`src/rtl/core/pipc_pkg.sv`:
```
// ----------------------------------------------------------------------------
// pipc_pkg
// Shared types and constants for the point-in-polygon crossing test.
// ----------------------------------------------------------------------------
package pipc_pkg;

  // vertex count, saturating; zero means no polygon open
  typedef logic [1:0] cnt_t;

  localparam cnt_t CntIdle = 2'd0;
  localparam cnt_t CntOne  = 2'd1;
  localparam cnt_t CntSat  = 2'd3;

  // registered edge-test control
  typedef struct packed {
    logic straddle;  // edge spans the ray's line (one end above, one not)
    logic pos;       // start vertex of the edge lies above the point
  } edge_ctl_t;

endpackage

```
`src/rtl/core/pipc_edge.sv`:
```
// ----------------------------------------------------------------------------
// pipc_edge
// One edge against the rightward ray: registers bx*ay and ax*by and the
// straddle flags, then compares the exact difference of the products.
// ----------------------------------------------------------------------------
module pipc_edge #(
  parameter int RelBits = 25
) (
  input  logic                      clk_i,
  input  logic                      rst_ni,
  input  logic                      adv_i,
  input  logic                      en_i,
  input  logic signed [RelBits-1:0] ax_i,
  input  logic signed [RelBits-1:0] ay_i,
  input  logic signed [RelBits-1:0] bx_i,
  input  logic signed [RelBits-1:0] by_i,
  output logic                      cross_o
);
  import pipc_pkg::*;

  localparam int ProdBits = 2 * RelBits;

  edge_ctl_t                  ctl_d, ctl_q;
  logic signed [ProdBits-1:0] p1_d, p1_q, p2_d, p2_q;
  logic        [ProdBits:0]   diff;
  logic                       ay_pos, by_pos;

  assign ay_pos = !ay_i[RelBits-1] && (|ay_i);
  assign by_pos = !by_i[RelBits-1] && (|by_i);

  assign ctl_d.straddle = en_i && (ay_pos != by_pos);
  assign ctl_d.pos      = ay_pos;
  assign p1_d           = bx_i * ay_i;
  assign p2_d           = ax_i * by_i;

  always_ff @(posedge clk_i or negedge rst_ni) begin
    if (!rst_ni) begin
      ctl_q <= '0;
    end else if (adv_i) begin
      ctl_q <= ctl_d;
    end
  end

  always_ff @(posedge clk_i) begin
    if (adv_i) begin
      p1_q <= p1_d;
      p2_q <= p2_d;
    end
  end

  assign diff = {p1_q[ProdBits-1], p1_q} - {p2_q[ProdBits-1], p2_q};

  // crossing abscissa positive: numerator sign matches denominator sign
  assign cross_o = ctl_q.straddle &&
                   (ctl_q.pos ? (!diff[ProdBits] && (|diff)) : diff[ProdBits]);

endmodule

```
`config.mk`:
```
export PLATFORM = sky130hd
export DESIGN_NAME = pipc_edge
export DESIGN_NICKNAME = d
export VERILOG_FILES = /design/src/rtl/core/pipc_pkg.sv /design/src/rtl/core/pipc_edge.sv
export SDC_FILE = /design/constraint.sdc
export NUM_CORES = 2
export LEC_CHECK = 0
export BUFFER_PORTS_ARGS = -buffer_cell sky130_fd_sc_hd__buf_4
export CORE_ASPECT_RATIO = 0.8
export CORE_MARGIN = 2
export CORE_UTILIZATION = 50
export DETAILED_ROUTE_END_ITERATION = 6
export PLACE_DENSITY_LB_ADDON = 0.08
export RECOVER_POWER = 50
export SLEW_MARGIN = 20
export SYNTH_ARGS = -nofsm -noshare
export SYNTH_HDL_FRONTEND = slang
export SYNTH_SLANG_ARGS = --single-unit
```
`constraint.sdc`:
```
create_clock -name clk_i -period 4.7 [get_ports clk_i]
set_clock_uncertainty 0.05 [all_clocks]
set_input_delay 0.47 -clock clk_i [delete_from_list [all_inputs] [get_ports clk_i]]
set_output_delay 0.47 -clock clk_i [all_outputs]
set_load 0.01 [all_outputs]
```
==> Word-level counts from Yosys, hierarchy flattened <==
Index checks and enable logic that the tools add are counted.
{ "op_classes": {"n_addsub": 1, "multipliers": 2, "n_eq_ne": 1, "muxes": 1, "n_reduce_logical": 11} }
{ "ops": {"columns": ["op", "n"], "rows": [
  ["$mul 25x25->50", 2],
  ["$reduce_or 51->1", 1],
  ["$sub 50x50->51", 1],
  ["$reduce_or 25->1", 2],
  ["$logic_and 1x1->1", 5],
  ["$logic_not 1->1", 3],
  ["$mux 1", 1],
  ["$ne 1x1->1", 1]
]} }
{ "word_totals": {"ff_bits": 102, "input_bits": 104, "output_inout_bits": 1, "word_cells": 20} }

==> Depth between registers and ports, before layout <==
{ "depth": {"word_depth": 5, "ltp_mapped": 29, "ltp_nobuf": 27} }

==> Least setup slack after synthesis <==
Ideal clock, no wire load.
{ "synth_timing": {"path_kind": "input port to flip-flop", "from": "in ay_i[4]", "to": "reg p1_q[42], data pin", "setup_ps": 262, "t_arrival_ps": 7186, "required_ps": 4388, "slack_ps": -2798, "stages": 29, "path_buffers": 2, "path_cell_list": "clkbuf_1 > clkbuf_1 > nand2_1 > fa_1 > inv_1 > fa_1 > inv_1 > fa_1 > inv_1 > fa_1 > inv_1 > fa_1 > inv_1 > fa_1 > inv_1 > fa_1 > inv_1 > ha_1 > and4_1 > and4_1 > nand2_1 > a21oi_2 > a2111oi_2 > or3b_1 > a21oi_1 > or3_1 > a31oi_2 > o21ai_1 > xor2_1"} }
{ "synth_between": {"elab_chain_cells": 1} }
{ "synth_rtl": {"columns": ["element", "line", "text"], "rows": [
  ["start: declaration", "pipc_edge.sv:14", "input logic signed [RelBits-1:0] ay_i,"],
  ["$mul 25x25->50", "pipc_edge.sv:33", "assign p1_d = bx_i * ay_i;"],
  ["net p1_d[42]", "pipc_edge.sv:24", "logic signed [ProdBits-1:0] p1_d, p1_q, p2_d, p2_q;"],
  ["end signal: assignment", "pipc_edge.sv:46", "p1_q <= p1_d;"],
  ["end: declaration", "pipc_edge.sv:24", null]
]} }
The timed path passes the listed nets, and every way through them passes these cells.
A chain may end at the register's enable or synchronous reset.

==> Worst setup path in the final report <==
{ "layout_timing": {"from": "in ax_i[14]", "to": "reg p2_q[41], data pin"} }
{ "layout_between": {"elab_chain_cells": 1} }
{ "layout_rtl": {"columns": ["element", "line", "text"], "rows": [
  ["start: declaration", "pipc_edge.sv:13", "input logic signed [RelBits-1:0] ax_i,"],
  ["$mul 25x25->50", "pipc_edge.sv:34", "assign p2_d = ax_i * by_i;"],
  ["net p2_d[41]", "pipc_edge.sv:24", null],
  ["end signal: assignment", "pipc_edge.sv:47", "p2_q <= p2_d;"],
  ["end: declaration", "pipc_edge.sv:24", null]
]} }
The timed path passes the listed nets, and every way through them passes these cells.

==> flow_summary.toml <==
[outcome]
run_status = "finished with violations"
failed_checks = "capacitance limit, slew limit, setup timing"

[logic_synthesis]
synthMuxAreaShare_pct = 0.220
yosysSeqAreaShare_pct = 5.83
synth-edff-count = 100
synthAdderAreaFrac_pct = 58.3
ys_seq_elements = 102
ys.flop_type = "edfxtp_1"
yosys_warnings = 0
synth-simple-area-share_pct = 15.8
ys_types = 90
synth_area_sq_mm = 0.0524
yosys-top-cells-area = "fa_1, inv_1, ha_1, and2_1, edfxtp_1"
synthCells = 5608
synth_top_family_by_area = "adder cells"
synthArstFlopShare_pct = 1.96
syn_area_per_cell_sq_um = 9.34
synth_nets = 7361
synth_xor_area_share_pct = 2.33
synth.top_cell.area_share_pct = 50.4
synth_top_area_cell = "fa_1"
synth_compound_area_share_pct = 5.91

[clock_tree]
cts_buffers = 9
tritoncts = "built"
insertion_delay_ns = 0.38
cts.htree.levels = 3
cts.sinks = 102
clkTransAtPathRegs_ns = 0.07
cts_max_path_buffers = 2
cts-root-buf = "clkbuf_16"

[routing]
drt_iter0_markers = 2139
dr.pass1.iters = 6
ant_nets = 0
avgRoutedWirePerCell_microns = 17.9
route.detailed.drc = 0
wl_microns = 137000
vias = 39330
via_per_inst = 5.12

[critical_path]
end_kind = "register"
startpoint_type = "input pin"
crit_buf_inv = 9
critical_path_class = "in -> reg"
arrival_ns = 6.93
worstPathMaxFanout = 5
cp_common_cell = "fa_1"
slowest_delay_ns = 0.56
required_ns = 4.85
critPathTopFamily = "adder cells"
critPathSlowestCell = "fa_1"

[grt]
track_usage_pct = 26.8
overflow = 0
grt_pass1_vias = 42626
grt_pass1_wl_microns = 229000
antenna_found_initial = 2
grt_start_max_net_pins = 62

[die]
dieArea_sq_mm = 0.107
num_io_pins = 105
row_count = 106
start_util_pct = 50.3
die_w_microns = 366
fp.coreArea_sq_mm = 0.104
fp.dieH_microns = 293

[sta]
drv_slew = 62
finalCritPeriodShare_pct = 144
finalHoldViolCount = 0
fmax_ghz = 0.148
period_needed_ns = 6.77
final.setup.worst_slack_ns = -2.07
rsz0062_at_grt = "true"
relSlewSlack_pct = -123
setup_viol = 80
tightest_slew_ns = 3.35

[placed_design]
dpl.cell_count = 7559
place_ws_ns = -2.71
place_hpwl_microns = 120000
gp_congestion = 0.902
port_buffers = 104

[job]
maxCapViolations = 1

[finish]
stdcell_count = 7679
final_cell_mix = "inv_1, fa_1, buf_4"
final_util_pct = 61.4
final_common_cell = "inv_1"
fillers = 9046
synthToLayoutAreaGrowth_pct = 22.2
drive_gt1_share_pct = 22.0
nets = 8022

[hold_path]
hold_class = "in -> reg"
==> registers in the layout (all words and copies together) (netlist names) <==
name and flops:
ctl_q 2, p1_q 50, p2_q 50
==> Yosys cell counts, types with 15 or more instances <==
| cell | n |
|---|---|
| inv_1 | 1355 |
| fa_1 | 1317 |
| nand2_1 | 682 |
| and2_1 | 616 |
| ha_1 | 332 |
| clkbuf_1 | 233 |
| a21oi_1 | 127 |
| nor2_1 | 111 |
| edfxtp_1 | 100 |
| xnor2_1 | 99 |
| o21ai_0 | 70 |
| a21o_1 | 67 |
| xor2_1 | 40 |
| nand2b_1 | 35 |
| nor2b_1 | 35 |
| nand3_1 | 31 |
| nor3_1 | 31 |
| nand4_1 | 30 |
| a211oi_1 | 20 |
| a31oi_1 | 20 |
| nor4_1 | 20 |
| o21a_1 | 16 |
| o211ai_1 | 15 |
==> what timing repair did <==
action	4_1_cts	5_1_grt
endpoints found under the hold margin	2	0
buffers inserted	49	63
hold buffers	1	0
setup endpoints to repair	81	83
resized for setup	338	203
gates cloned	3	2
pin swaps	198	157
==> worst reg2reg max path, delay by kind of cell, from the launching register on <==
| family | cells | cell delay (ns) |
|---|---|---|
| compound gates | 1 | 0.08 |
| buf+inv | 1 | 0.05 |
| flops | 1 | 0.38 |
==> layer usage <==
metal	wire length (microns)	global-route usage [%]
met2	63800	42.7
met5	8	0
met1	64500	40.5
met4	1850	3.66
met3	7280	3.18
==> cells by family after synthesis <==
family / Yosys count
and+or+nand+nor: 1645
AOI/OAI and AO/OA: 457
buffers and inverters: 1605
adders and majority gates: 1649
xor gates and xnor gates: 139
DFF: 102
muxes: 11
==> final cells by class <==
class | count | area (sq um) | area share (%)
multi-input combinational | 3901 | 45500 | 71.1
tap | 1404 | 1760 | 2.75
clock buffer | 9 | 225 | 0.352
timing repair buffer | 900 | 8260 | 12.9
sequential | 102 | 3050 | 4.77
antenna | 1 | 2.50 | 0.00391
clock inverter | 7 | 81.3 | 0.127
inverter | 1355 | 5100 | 7.97
==> worst paths after layout <==
kind                       slack, ns                  from  depth (start not counted)                    to
max                            -2.07              ax_i[14]                         29    p2_q[41]$_DFFE_PP_
min                             0.33                  en_i                          3  ctl_q[1]$_DFFE_PN0P_
max reg2reg                     3.87  ctl_q[1]$_DFFE_PN0P_                          2  ctl_q[1]$_DFFE_PN0P_
min reg2reg                     0.48  ctl_q[0]$_DFFE_PN0P_                          1  ctl_q[0]$_DFFE_PN0P_
max in group asynchronous       3.96                rst_ni                          2  ctl_q[1]$_DFFE_PN0P_
min in group asynchronous       0.42                rst_ni                          2  ctl_q[0]$_DFFE_PN0P_
==> stage by stage <==
step | instance area [sq um] | setup TNS (ns) | hold slack (ns)
2_1_floorplan | 54100 | -106.49 | 0.124
3_3_place_gp | 60500 | -154.88 | 0.224
3_5_place_dp | 60500 | -155.60 | 0.224
4_1_cts | 62700 | -113.61 | 0.313
5_1_grt | 64000 | -132.46 | 0.325
6_report | 64000 | -116.47 | 0.325
Power is not shown: default switching activity piles up to over one toggle a cycle in this logic, so the estimate is an artifact.
